**src/design/rmpp_pkg.sv**
```systemverilog
// Package for the ramp memory-pressure policy block.
// Widths, codes, controller/datapath command types. No dependencies.
`default_nettype none
package rmpp_pkg;

  localparam int MEM_W   = 48;
  localparam int FAC_W   = 12;
  localparam int TO_W    = 14;
  localparam int PROD_W  = MEM_W + FAC_W;
  localparam int DVD_W   = MEM_W + 8;
  localparam int CNT_W   = $clog2(DVD_W);
  localparam int MAX_RETRY = 10000;

  localparam logic [MEM_W-1:0] MEM_MAX   = {MEM_W{1'b1}};
  localparam logic [MEM_W-1:0] BASE_RST  = MEM_W'(1000000);
  localparam logic [FAC_W-1:0] YF_RST    = FAC_W'(384);
  localparam logic [FAC_W-1:0] RF_RST    = FAC_W'(512);
  localparam logic [FAC_W-1:0] FAC_ONE   = FAC_W'(256);

  localparam logic [10:0] TICK_TO   = 11'd200;
  localparam logic [10:0] RED_TO    = 11'd250;
  localparam logic [10:0] YELLOW_TO = 11'd500;
  localparam logic [10:0] GREEN_TO  = 11'd1000;

  typedef enum logic [2:0] {
    REQ_APPLY  = 3'd0,
    REQ_THRESH = 3'd1,
    REQ_SWEEP  = 3'd2,
    REQ_TIMER  = 3'd3,
    REQ_CHECK  = 3'd4,
    REQ_SET    = 3'd5
  } req_t;

  typedef enum logic [1:0] {
    ST_GREEN  = 2'd0,
    ST_YELLOW = 2'd1,
    ST_RED    = 2'd2,
    ST_KEEP   = 2'd3
  } status_t;

  typedef enum logic [1:0] {
    CFG_BASE = 2'd0,
    CFG_YF   = 2'd1,
    CFG_RF   = 2'd2
  } cfg_idx_t;

  // Where the memory amount sits relative to the levels before the event.
  typedef enum logic [1:0] {
    CLS_RED, CLS_YEL, CLS_RAMP, CLS_LOW
  } cls_t;

  typedef enum logic [3:0] {
    S_IDLE, S_DISP, S_MY, S_WY, S_WR, S_WTMP, S_DIV, S_LIM, S_FIN
  } state_t;

  typedef enum logic [1:0] { LIM_NONE, LIM_BASE, LIM_MAXMEM, LIM_DIVQ } lim_sel_t;
  typedef enum logic { SRC_LIMIT, SRC_RED } mul_src_t;
  typedef enum logic [1:0] { FAC_YF, FAC_RF, FAC_RFC } mul_fac_t;

  typedef struct packed {
    logic     latch;
    logic     cls;
    lim_sel_t lim;
    logic     mul_go;
    mul_src_t src;
    mul_fac_t fac;
    logic     wr_yl;
    logic     wr_rl;
    logic     wr_tmp;
    logic     div_go;
    logic     div_step;
    logic     fin;
  } cmd_t;

  typedef struct packed {
    logic [2:0] req;
    cls_t       cls;
    logic       sweep_low;
    logic       rf_lt_one;
    logic       div_last;
  } sts_t;

  typedef struct packed {
    logic [1:0]       status;
    logic             thv;
    logic [MEM_W-1:0] th;
    logic             tv;
    logic [TO_W-1:0]  to;
    logic             sug;
    logic             chk;
  } res_t;

  // base_ms * f / 256, truncated
  function automatic logic [TO_W-1:0] scale_to(input logic [10:0] b,
                                               input logic [FAC_W-1:0] f);
    logic [22:0] p;
    p = 23'(b) * 23'(f);
    return p[TO_W+7:8];
  endfunction

endpackage
`default_nettype wire

```
**src/design/rmpp_in_if.sv**
```systemverilog
// Input channel interface: valid/ready with event payload.
// Depends on rmpp_pkg.
`default_nettype none
interface rmpp_in_if import rmpp_pkg::*; ();
  logic             valid;
  logic             ready;
  logic [2:0]       req_type;
  logic [MEM_W-1:0] memory_amount;
  logic [MEM_W-1:0] freed_amount;
  logic [MEM_W-1:0] active_amount;
  modport source(output valid, req_type, memory_amount, freed_amount, active_amount,
                 input ready);
  modport sink(input valid, req_type, memory_amount, freed_amount, active_amount,
               output ready);
endinterface
`default_nettype wire

```
**src/design/rmpp_out_if.sv**
```systemverilog
// Result channel interface: valid/ready with policy result payload.
// Depends on rmpp_pkg.
`default_nettype none
interface rmpp_out_if import rmpp_pkg::*; ();
  logic             valid;
  logic             ready;
  logic [1:0]       status;
  logic             threshold_valid;
  logic [MEM_W-1:0] next_threshold;
  logic             timeout_valid;
  logic [TO_W-1:0]  retry_timeout;
  logic             gc_suggest;
  logic             check_done;
  modport source(output valid, status, threshold_valid, next_threshold, timeout_valid,
                 retry_timeout, gc_suggest, check_done, input ready);
  modport sink(input valid, status, threshold_valid, next_threshold, timeout_valid,
               retry_timeout, gc_suggest, check_done, output ready);
endinterface
`default_nettype wire

```
**src/design/rmpp_cfg_if.sv**
```systemverilog
// Configuration write channel: valid/ready, register index and data.
// Depends on rmpp_pkg.
`default_nettype none
interface rmpp_cfg_if import rmpp_pkg::*; ();
  logic             valid;
  logic             ready;
  logic [1:0]       index;
  logic [MEM_W-1:0] data;
  modport source(output valid, index, data, input ready);
  modport sink(input valid, index, data, output ready);
endinterface
`default_nettype wire

```
**src/design/ramp_memory_pressure_policy_core.sv**
```systemverilog
// Top level of the ramp memory-pressure policy block.
// Depends on rmpp_pkg, rmpp_in_if, rmpp_out_if, rmpp_cfg_if, rmpp_ctrl, rmpp_dp.
//
// Handles one event item at a time and returns exactly one result item for it.
// Apply, sweep done and set limit run two 48x12 multiplies for the yellow and
// red levels, one more on a sweep when red_factor < 1.0 and the memory amount
// is above base; threshold crossed runs one only in red. A timer event that
// ramps the limit down runs a bit-serial divider, one quotient bit per cycle
// over 56 bits, then the level multiplies. The result sits in an output
// register, so a new item is taken once the previous one has been placed
// there, even if the sink has not yet taken it. Configuration writes are
// always accepted and are meant for idle periods only.
`default_nettype none
module ramp_memory_pressure_policy_core import rmpp_pkg::*; (
  input wire logic   clk,
  input wire logic   rst_n,
  rmpp_in_if.sink    in_ch,
  rmpp_out_if.source out_ch,
  rmpp_cfg_if.sink   cfg_ch
);

  cmd_t cmd;
  sts_t sts;
  res_t res;
  logic idle;
  logic in_fire;
  logic out_free;
  logic out_valid_r;
  res_t out_r;

  assign in_ch.ready  = idle;
  assign in_fire      = in_ch.valid && idle;
  assign out_free     = !out_valid_r || out_ch.ready;
  assign cfg_ch.ready = 1'b1;

  rmpp_ctrl u_ctrl (
    .clk      (clk),
    .rst_n    (rst_n),
    .in_fire  (in_fire),
    .out_free (out_free),
    .sts      (sts),
    .idle     (idle),
    .cmd      (cmd)
  );

  rmpp_dp u_dp (
    .clk       (clk),
    .rst_n     (rst_n),
    .cmd       (cmd),
    .cfg_we    (cfg_ch.valid),
    .cfg_idx   (cfg_ch.index),
    .cfg_data  (cfg_ch.data),
    .in_req    (in_ch.req_type),
    .in_mem    (in_ch.memory_amount),
    .in_freed  (in_ch.freed_amount),
    .in_active (in_ch.active_amount),
    .sts       (sts),
    .res       (res)
  );

  // output register
  always_ff @(posedge clk) begin
    if (!rst_n) out_valid_r <= 1'b0;
    else if (cmd.fin) out_valid_r <= 1'b1;
    else if (out_ch.ready) out_valid_r <= 1'b0;
  end

  always_ff @(posedge clk) begin
    if (cmd.fin) out_r <= res;
  end

  assign out_ch.valid           = out_valid_r;
  assign out_ch.status          = out_r.status;
  assign out_ch.threshold_valid = out_r.thv;
  assign out_ch.next_threshold  = out_r.th;
  assign out_ch.timeout_valid   = out_r.tv;
  assign out_ch.retry_timeout   = out_r.to;
  assign out_ch.gc_suggest      = out_r.sug;
  assign out_ch.check_done      = out_r.chk;

endmodule
`default_nettype wire

```
**src/design/rmpp_ctrl.sv**
```systemverilog
// Controller FSM: sequences multiplies, the divider and result issue.
// Depends on rmpp_pkg.
`default_nettype none
module rmpp_ctrl import rmpp_pkg::*; (
  input  wire logic clk,
  input  wire logic rst_n,
  input  wire logic in_fire,
  input  wire logic out_free,
  input  wire sts_t sts,
  output logic      idle,
  output cmd_t      cmd
);

  state_t state_r, state_nxt;

  always_ff @(posedge clk) begin
    if (!rst_n) state_r <= S_IDLE;
    else        state_r <= state_nxt;
  end

  always_comb begin
    state_nxt = state_r;
    cmd = '0;
    idle = 1'b0;
    case (state_r)
      S_IDLE: begin
        idle = 1'b1;
        if (in_fire) begin
          cmd.latch = 1'b1;
          state_nxt = S_DISP;
        end
      end
      S_DISP: begin
        cmd.cls = 1'b1;
        state_nxt = S_FIN;
        case (sts.req)
          REQ_APPLY: begin
            cmd.lim = LIM_BASE;
            state_nxt = S_MY;
          end
          REQ_SWEEP, REQ_SET: begin
            cmd.lim = LIM_MAXMEM;
            state_nxt = S_MY;
          end
          REQ_THRESH: begin
            if (sts.cls == CLS_RED) begin
              cmd.mul_go = 1'b1;
              cmd.src = SRC_RED;
              cmd.fac = FAC_RF;
              state_nxt = S_WTMP;
            end
          end
          REQ_TIMER: begin
            if (sts.cls == CLS_RAMP) begin
              cmd.div_go = 1'b1;
              state_nxt = S_DIV;
            end
          end
          default: state_nxt = S_FIN;
        endcase
      end
      S_MY: begin
        cmd.mul_go = 1'b1;
        cmd.src = SRC_LIMIT;
        cmd.fac = FAC_YF;
        state_nxt = S_WY;
      end
      S_WY: begin
        cmd.wr_yl = 1'b1;
        cmd.mul_go = 1'b1;
        cmd.src = SRC_LIMIT;
        cmd.fac = FAC_RF;
        state_nxt = S_WR;
      end
      S_WR: begin
        cmd.wr_rl = 1'b1;
        state_nxt = S_FIN;
        if (sts.req == REQ_SWEEP && !sts.sweep_low && sts.rf_lt_one) begin
          cmd.mul_go = 1'b1;
          cmd.src = SRC_LIMIT;
          cmd.fac = FAC_RFC;
          state_nxt = S_WTMP;
        end
      end
      S_WTMP: begin
        cmd.wr_tmp = 1'b1;
        state_nxt = S_FIN;
      end
      S_DIV: begin
        cmd.div_step = 1'b1;
        if (sts.div_last) state_nxt = S_LIM;
      end
      S_LIM: begin
        cmd.lim = LIM_DIVQ;
        state_nxt = S_MY;
      end
      S_FIN: begin
        if (out_free) begin
          cmd.fin = 1'b1;
          state_nxt = S_IDLE;
        end
      end
      default: state_nxt = S_IDLE;
    endcase
  end

endmodule
`default_nettype wire

```
**src/design/rmpp_dp.sv**
```systemverilog
// Datapath: config registers, limit/levels, multiplier, bit-serial divider,
// result formation. Depends on rmpp_pkg.
`default_nettype none
module rmpp_dp import rmpp_pkg::*; (
  input  wire logic             clk,
  input  wire logic             rst_n,
  input  wire cmd_t             cmd,
  input  wire logic             cfg_we,
  input  wire logic [1:0]       cfg_idx,
  input  wire logic [MEM_W-1:0] cfg_data,
  input  wire logic [2:0]       in_req,
  input  wire logic [MEM_W-1:0] in_mem,
  input  wire logic [MEM_W-1:0] in_freed,
  input  wire logic [MEM_W-1:0] in_active,
  output sts_t                  sts,
  output res_t                  res
);

  logic [MEM_W-1:0]  base_r;
  logic [FAC_W-1:0]  yf_r, rf_r;
  logic [MEM_W-1:0]  lim_r, lim_nxt, yl_r, rl_r, tmp_r;
  logic [TO_W-1:0]   rt_r, rt_nxt;
  logic [2:0]        req_r;
  logic [MEM_W-1:0]  mem_r, freed_r, active_r;
  cls_t              cls_r, cls_now;
  logic [PROD_W-1:0] prod_r;
  logic [MEM_W-1:0]  prod_sat;
  logic [MEM_W-1:0]  mul_a;
  logic [FAC_W-1:0]  mul_f;
  logic [DVD_W-1:0]  dvd_r;
  logic [FAC_W-1:0]  rem_r;
  logic [FAC_W:0]    dtry;
  logic              qbit;
  logic [CNT_W-1:0]  cnt_r;
  logic [MEM_W-1:0]  divq;
  logic [MEM_W:0]    chk_sum;
  logic [TO_W:0]     tsum;

  always_ff @(posedge clk) begin
    if (!rst_n) begin
      base_r <= BASE_RST;
      yf_r   <= YF_RST;
      rf_r   <= RF_RST;
    end else if (cfg_we) begin
      case (cfg_idx)
        CFG_BASE: base_r <= cfg_data;
        CFG_YF:   yf_r   <= cfg_data[FAC_W-1:0];
        CFG_RF:   rf_r   <= cfg_data[FAC_W-1:0];
        default: ;
      endcase
    end
  end

  // pre-event position of the memory amount
  always_comb begin
    if (mem_r >= rl_r)        cls_now = CLS_RED;
    else if (mem_r >= yl_r)   cls_now = CLS_YEL;
    else if (mem_r >= base_r) cls_now = CLS_RAMP;
    else                      cls_now = CLS_LOW;
  end

  // multiplier operands; product registered, truncated and saturated on use
  always_comb begin
    mul_a = (cmd.src == SRC_RED) ? rl_r : lim_r;
    case (cmd.fac)
      FAC_YF:  mul_f = yf_r;
      FAC_RF:  mul_f = rf_r;
      FAC_RFC: mul_f = FAC_ONE - rf_r;
      default: mul_f = rf_r;
    endcase
  end
  assign prod_sat = (|prod_r[PROD_W-1:MEM_W+8]) ? MEM_MAX : prod_r[MEM_W+7:8];

  // restoring divider: (limit << 8) / yf, one quotient bit per cycle
  assign dtry = {rem_r, dvd_r[DVD_W-1]};
  assign qbit = dtry >= {1'b0, yf_r};
  assign divq = (|dvd_r[DVD_W-1:MEM_W]) ? MEM_MAX : dvd_r[MEM_W-1:0];

  always_comb begin
    case (cmd.lim)
      LIM_BASE:   lim_nxt = base_r;
      LIM_MAXMEM: lim_nxt = (mem_r < base_r) ? base_r : mem_r;
      LIM_DIVQ:   lim_nxt = (divq < base_r) ? base_r : divq;
      default:    lim_nxt = lim_r;
    endcase
  end

  always_ff @(posedge clk) begin
    if (!rst_n) begin
      lim_r <= '0;
      yl_r  <= '0;
      rl_r  <= '0;
      rt_r  <= '0;
    end else begin
      lim_r <= lim_nxt;
      if (cmd.wr_yl) yl_r <= prod_sat;
      if (cmd.wr_rl) rl_r <= prod_sat;
      if (cmd.fin)   rt_r <= rt_nxt;
    end
  end

  always_ff @(posedge clk) begin
    if (cmd.latch) begin
      req_r    <= in_req;
      mem_r    <= in_mem;
      freed_r  <= in_freed;
      active_r <= in_active;
    end
    if (cmd.cls)    cls_r  <= cls_now;
    if (cmd.mul_go) prod_r <= PROD_W'(mul_a) * PROD_W'(mul_f);
    if (cmd.wr_tmp) tmp_r  <= prod_sat;
    if (cmd.div_go) begin
      dvd_r <= {lim_r, 8'd0};
      rem_r <= '0;
      cnt_r <= CNT_W'(DVD_W - 1);
    end else if (cmd.div_step) begin
      dvd_r <= {dvd_r[DVD_W-2:0], qbit};
      rem_r <= qbit ? FAC_W'(dtry - {1'b0, yf_r}) : dtry[FAC_W-1:0];
      cnt_r <= cnt_r - 1'b1;
    end
  end

  assign sts.req       = req_r;
  assign sts.cls       = cls_now;
  assign sts.sweep_low = mem_r <= base_r;
  assign sts.rf_lt_one = rf_r < FAC_ONE;
  assign sts.div_last  = cnt_r == '0;

  assign chk_sum = {1'b0, active_r} + {1'b0, rl_r};

  always_comb begin
    res    = '0;
    res.status = ST_KEEP;
    rt_nxt = rt_r;
    tsum   = '0;
    case (req_r)
      REQ_APPLY: begin
        res.thv = 1'b1;
        res.th  = yl_r;
      end
      REQ_THRESH: begin
        res.thv = 1'b1;
        res.tv  = 1'b1;
        if (cls_r == CLS_RED) begin
          res.status = ST_RED;
          res.sug = 1'b1;
          res.th  = tmp_r;
          rt_nxt  = scale_to(RED_TO, yf_r);
        end else if (cls_r == CLS_YEL) begin
          res.status = ST_YELLOW;
          res.sug = 1'b1;
          res.th  = rl_r;
          rt_nxt  = scale_to(YELLOW_TO, yf_r);
        end else begin
          res.th  = yl_r;
          rt_nxt  = scale_to(GREEN_TO, yf_r);
        end
        res.to = rt_nxt;
      end
      REQ_SWEEP: begin
        res.thv = 1'b1;
        res.th  = yl_r;
        if (mem_r <= base_r) begin
          res.status = ST_GREEN;
          res.tv = 1'b1;
        end else if (rf_r >= FAC_ONE || freed_r >= tmp_r) begin
          rt_nxt = TO_W'(TICK_TO);
          res.tv = 1'b1;
          res.to = TO_W'(TICK_TO);
        end
      end
      REQ_TIMER: begin
        case (cls_r)
          CLS_RED: begin
            res.status = ST_RED;
            res.sug = 1'b1;
            tsum = {1'b0, rt_r} + {1'b0, scale_to(RED_TO, rf_r)};
          end
          CLS_YEL: begin
            res.status = ST_YELLOW;
            res.sug = 1'b1;
            tsum = {1'b0, rt_r} + {1'b0, scale_to(YELLOW_TO, rf_r)};
          end
          CLS_RAMP: begin
            // levels already recomputed from the lowered limit
            if (mem_r >= rl_r) begin
              res.status = ST_RED;
              tsum = {1'b0, rt_r} + {1'b0, scale_to(YELLOW_TO, rf_r)};
            end else if (mem_r >= yl_r) begin
              res.status = ST_YELLOW;
              tsum = {1'b0, rt_r} + {1'b0, scale_to(YELLOW_TO, rf_r)};
            end else begin
              res.status = ST_GREEN;
              tsum = {1'b0, rt_r} + {1'b0, scale_to(GREEN_TO, rf_r)};
            end
            res.thv = yl_r != '0;
            res.th  = (yl_r != '0) ? yl_r : '0;
          end
          default: begin
            res.status = ST_GREEN;
            res.thv = 1'b1;
            res.th  = yl_r;
          end
        endcase
        rt_nxt = (tsum > (TO_W+1)'(MAX_RETRY)) ? TO_W'(MAX_RETRY) : tsum[TO_W-1:0];
        res.tv = 1'b1;
        res.to = rt_nxt;
      end
      REQ_CHECK: res.chk = chk_sum < {1'b0, mem_r};
      default: ;
    endcase
  end

endmodule
`default_nettype wire

```
**src/flat_wrapper.sv**
```systemverilog
// flat-port wrapper written by rule: the top's interface ports become plain ports
module ramp_memory_pressure_policy_core_flat import rmpp_pkg::*;
  (clk, rst_n, in_ch_valid, in_ch_req_type, in_ch_memory_amount, in_ch_freed_amount, in_ch_active_amount, in_ch_ready, out_ch_valid, out_ch_status, out_ch_threshold_valid, out_ch_next_threshold, out_ch_timeout_valid, out_ch_retry_timeout, out_ch_gc_suggest, out_ch_check_done, out_ch_ready, cfg_ch_valid, cfg_ch_index, cfg_ch_data, cfg_ch_ready);
  rmpp_in_if in_ch_i ();
  rmpp_out_if out_ch_i ();
  rmpp_cfg_if cfg_ch_i ();
  input wire logic clk;
  input wire logic rst_n;
  input wire logic [$bits(in_ch_i.valid)-1:0] in_ch_valid;
  input wire logic [$bits(in_ch_i.req_type)-1:0] in_ch_req_type;
  input wire logic [$bits(in_ch_i.memory_amount)-1:0] in_ch_memory_amount;
  input wire logic [$bits(in_ch_i.freed_amount)-1:0] in_ch_freed_amount;
  input wire logic [$bits(in_ch_i.active_amount)-1:0] in_ch_active_amount;
  output wire logic [$bits(in_ch_i.ready)-1:0] in_ch_ready;
  output wire logic [$bits(out_ch_i.valid)-1:0] out_ch_valid;
  output wire logic [$bits(out_ch_i.status)-1:0] out_ch_status;
  output wire logic [$bits(out_ch_i.threshold_valid)-1:0] out_ch_threshold_valid;
  output wire logic [$bits(out_ch_i.next_threshold)-1:0] out_ch_next_threshold;
  output wire logic [$bits(out_ch_i.timeout_valid)-1:0] out_ch_timeout_valid;
  output wire logic [$bits(out_ch_i.retry_timeout)-1:0] out_ch_retry_timeout;
  output wire logic [$bits(out_ch_i.gc_suggest)-1:0] out_ch_gc_suggest;
  output wire logic [$bits(out_ch_i.check_done)-1:0] out_ch_check_done;
  input wire logic [$bits(out_ch_i.ready)-1:0] out_ch_ready;
  input wire logic [$bits(cfg_ch_i.valid)-1:0] cfg_ch_valid;
  input wire logic [$bits(cfg_ch_i.index)-1:0] cfg_ch_index;
  input wire logic [$bits(cfg_ch_i.data)-1:0] cfg_ch_data;
  output wire logic [$bits(cfg_ch_i.ready)-1:0] cfg_ch_ready;
  assign in_ch_i.valid = in_ch_valid;
  assign in_ch_i.req_type = in_ch_req_type;
  assign in_ch_i.memory_amount = in_ch_memory_amount;
  assign in_ch_i.freed_amount = in_ch_freed_amount;
  assign in_ch_i.active_amount = in_ch_active_amount;
  assign in_ch_ready = in_ch_i.ready;
  assign out_ch_valid = out_ch_i.valid;
  assign out_ch_status = out_ch_i.status;
  assign out_ch_threshold_valid = out_ch_i.threshold_valid;
  assign out_ch_next_threshold = out_ch_i.next_threshold;
  assign out_ch_timeout_valid = out_ch_i.timeout_valid;
  assign out_ch_retry_timeout = out_ch_i.retry_timeout;
  assign out_ch_gc_suggest = out_ch_i.gc_suggest;
  assign out_ch_check_done = out_ch_i.check_done;
  assign out_ch_i.ready = out_ch_ready;
  assign cfg_ch_i.valid = cfg_ch_valid;
  assign cfg_ch_i.index = cfg_ch_index;
  assign cfg_ch_i.data = cfg_ch_data;
  assign cfg_ch_ready = cfg_ch_i.ready;
  ramp_memory_pressure_policy_core u_core (.clk(clk), .rst_n(rst_n), .in_ch(in_ch_i), .out_ch(out_ch_i), .cfg_ch(cfg_ch_i));
endmodule
```
**config.mk**
```make
export PLATFORM = sky130hd
export DESIGN_NAME = ramp_memory_pressure_policy_core_flat
export DESIGN_NICKNAME = d
export VERILOG_FILES = /design/src/design/rmpp_pkg.sv /design/src/design/rmpp_in_if.sv /design/src/design/rmpp_out_if.sv /design/src/design/rmpp_cfg_if.sv /design/src/design/ramp_memory_pressure_policy_core.sv /design/src/design/rmpp_ctrl.sv /design/src/design/rmpp_dp.sv /design/src/flat_wrapper.sv
export SDC_FILE = /design/constraint.sdc
export NUM_CORES = 2
export LEC_CHECK = 0
export ABC_AREA = 1
export BUFFER_PORTS_ARGS = -buffer_cell sky130_fd_sc_hd__buf_2
export CAP_MARGIN = 25
export CORE_UTILIZATION = 58
export DETAILED_ROUTE_END_ITERATION = 6
export PLACE_DENSITY = 0.79
export SYNTH_ARGS = -nofsm -noshare
export SYNTH_HDL_FRONTEND = slang
export SYNTH_SLANG_ARGS = --single-unit
```
**constraint.sdc**
```tcl
create_clock -name clk -period 14.9 [get_ports clk]
set_input_delay 4.47 -clock clk [delete_from_list [all_inputs] [get_ports clk]]
set_output_delay 4.47 -clock clk [all_outputs]
set_load 0.02 [all_outputs]
```
==> metrics.md <==
| Metric | Value |
|---|---|
| Min-Delay Path Class | reg -> reg |
| Leakage | 29.5 nW |
| Hold_ws | 473 ps |
| Largest area contributor in the netlist | edfxtp_1 |
| Final #Nets | 8,729 |
| Final Util | 0.642 |
| Max stage delay on crit path | 660 ps |
| Hold_sp | u_core.u_dp.rem_r[7]$_SDFFE_PP0P_ |
| Initial antenna violation count | 18 |
| Hold_buf cts | 0 |
| TritonRoute pass-1 iters | 7 |
| Starting Density | 0.588 |
| Crit path kind | reg -> reg |
| Worst slew pin tran | 1150 ps |
| Clock buffer depth | 3 |
| Post-route ant nets | 0 |
| Latest clock arrival within the worst-skew pair | 670 ps |
| Crit start category | flip-flop |
| Setup Viol. Count Final | 0 |
| Flops & latches, synth | 626 |
| Starting DRC count in detailed routing | 6,605 |
| # clock sinks | 626 |
| Failing checks | design-rule violations |
| Reg2Reg Setup Slack | 5010 ps |
| Outcome | finished, violations left |
| Max Cap Violations | 0 |
| Layout overhead on the synthesized area | 9.09% |
| Num ports | 273 |
| Worst slew margin | 0.232 |
| Crit path from | u_core.u_dp.rl_r[7]$_SDFFE_PN0N_ |
| Synth async-reset ratio | 0 |
| Synth top area cells | edfxtp_1, fa_1, ha_1 |
| Reg2reg path depth | 37 |
| Final period utilization | 0.664 |
| Setup Buffers After CTS | 0 |
| Ys flop type | edfxtp_1 |
| Total gr overflow | 0 |
| Clock root cell | clkbuf_16 |
| Crit Path Max Fanout | 23 |
| Post-route insts no fill | 8,846 |
| Vias | 53,529 |
| Final Wtd Congestion | 1.06 |
| Most frequent cell after synthesis | inv_1 |
| Syn_area_per_cell | 8.19 um^2 |
| DP HPWL | 164 mm |
| VDD IR max | 0.0000981 V |
| Number of synthesized flops with an enable pin | 365 |
| Hold path depth | 2 |
| Largest net degree at the start of global routing | 148 |
| Core area | 100,000 um^2 |
| Sequential share of the synthesized area | 0.274 |
| Min Tclk post-route | 9890 ps |
| Fin Clk Skew | 42.7 ps |
| DRT Wirelength | 208 mm |
| F_max | 0.101 GHz |
| Layout cells sized above 1 | 0.0745 |
| Critical path data required time | 15,340 ps |
| GRT Util Overall | 0.402 |
| Die H | 321 um |
| Max-slew violations | 0 |
| Placed instance count | 8,684 |
| Post-Syn Area | 59,100 um^2 |
| Synth top cells by count | inv_1, nand2_1, a21oi_1 |
| Pwr Density | 111 nW/um^2 |
| Crit Reg-Reg Endpoint | u_core.u_dp.prod_r[34]$_DFFE_PP_ |
| Fillcell total | 8,588 |
| Hold endpoint | u_core.u_dp.rem_r[7]$_SDFFE_PP0P_ |
| Unrepaired setup endpoints after global routing | false |
| Cell row count | 116 |
| DRC viols | 5 |
| Cells after Synth | 7,215 |
| Endpoint class of the critical path | flip-flop |
| Port bufs | 271 |
| Reg2Reg Launch Point | u_core.u_dp.rl_r[7]$_SDFFE_PN0N_ |
| Global-route wire length before repair | 310 mm |
| Syn Nets | 8,532 |
| Setup tns final | 0 ps |
| CTS buffer count | 74 |
| Vias/cell | 6.05 |
| Post-CTS Resized | 0 |
| Post-synthesis cell type count | 59 |
| Clock transition at path regs | 60 ps |
| Die width | 321 um |
| Most used cell along the critical path | inv_1 |
| Final hold violations | 0 |
| H-tree depth | 3 |
| Yosys Warn Count | 0 |
| Synth top area share | 0.186 |
| CP max stage cell | inv_1 |
| Vias in the first global route | 51,443 |
| CTS tree | yes |
| DIE AREA | 103,000 um^2 |
| WP data arrival | 10,330 ps |
| WL/cell | 23.5 um |
[power breakdown]
part	leakage, nW	total (mW)	internal (mW)	switching [mW]
combinational	22.9	3.07	0.971	2.10
clock	1.14	1.83	1.01	0.819
sequential	5.48	2.24	2.06	0.189
total	29.5	7.14	4.04	3.11
[cell families after synthesis]
logic type | share of synthesized area
other | 0.0000635
adders and majority gates | 0.305
buffers and inverters | 0.102
DFF | 0.274
xor gates and xnor gates | 0.0222
AOI/OAI and AO/OA | 0.149
and+or+nand+nor | 0.148
[sequential cells by signal, indices dropped and copies added (netlist names), 14 cells and up]
register / cells
u_core.u_dp.yl_r: 48
u_core.u_dp.rl_r: 48
u_core.u_dp.prod_r: 52
u_core.u_dp.tmp_r: 48
u_core.u_dp.active_r: 48
u_core.out_ch.next_threshold: 48
u_core.u_dp.lim_r: 48
u_core.out_ch.retry_timeout: 14
u_core.u_dp.mem_r: 48
u_core.u_dp.rt_r: 14
u_core.u_dp.freed_r: 48
u_core.u_dp.base_r: 48
u_core.u_dp.dvd_r: 56
[layer usage]
layer	vias up	GRT usage	wire length [um]
met2	3266	0.580	86300
met5	-	0	63
li1	24011	-	-
met1	25685	0.557	82900
met4	10	0.160	9470
met3	557	0.130	28800
[worst max-delay path: cells and delay by family, from the launching register on]
family | cells | cell delay [ps]
adder cells (fa/ha/maj) | 7 | 3320
AND/OR/NAND/NOR | 11 | 2000
buffers and inverters | 10 | 1890
AO/OA/AOI/OAI | 8 | 1560
flip-flops | 1 | 550
XOR/XNOR | 1 | 290
[cell type report]
type                            count  area [um^2]  area share
Multi-Input combinational cell   5002        37000       0.575
Sequential cell                   626        16200       0.251
Inverter                         1346         5050      0.0784
Timing Repair Buffer              362         2070      0.0322
Clock buffer                       94         1980      0.0307
Tap cell                         1357         1700      0.0263
Clock inverter                     42          385     0.00598
Antenna cell                       17         42.5    0.000660
[how the worst max path moves through the flow]
| stage | endpoint | slack [ps] |
|---|---|---|
| 6_report | u_core.u_dp.prod_r[34]$_DFFE_PP_ | 5010 |
| 5_1_grt | u_core.u_dp.prod_r[52]$_DFFE_PP_ | 4630 |
| 4_1_cts | u_core.u_dp.prod_r[34]$_DFFE_PP_ | 5270 |
| 3_5_place_dp | u_core.u_dp.prod_r[52]$_DFFE_PP_ | 5310 |
| 3_3_place_gp | u_core.u_dp.prod_r[34]$_DFFE_PP_ | 5410 |
| 2_1_floorplan | u_core.u_dp.rt_r[6]$_SDFFE_PN0P_ | 2440 |
[through the flow]
step | total power [mW] | cell area [um^2] | setup WS [ps]
final | 7.14 | 64400 | 5010
after global routing | 7.52 | 64400 | 4630
after CTS | 7.04 | 64300 | 5270
after detailed placement | 5.21 | 61900 | 5310
after global placement | 5.14 | 61900 | 5410
after floorplan | 4.21 | 59100 | 2440
[layout by cell type, fill, tap and decap left out, drive strengths merged, types with 122 or more instances in the layout]
master	count
nor2	567
dfxtp	261
buf	362
nand3	122
a21oi	643
inv	1346
o22ai	191
nand2	1330
ha	577
o21ai	465
edfxtp	365
fa	538
(Power assumes the default switching activity.)
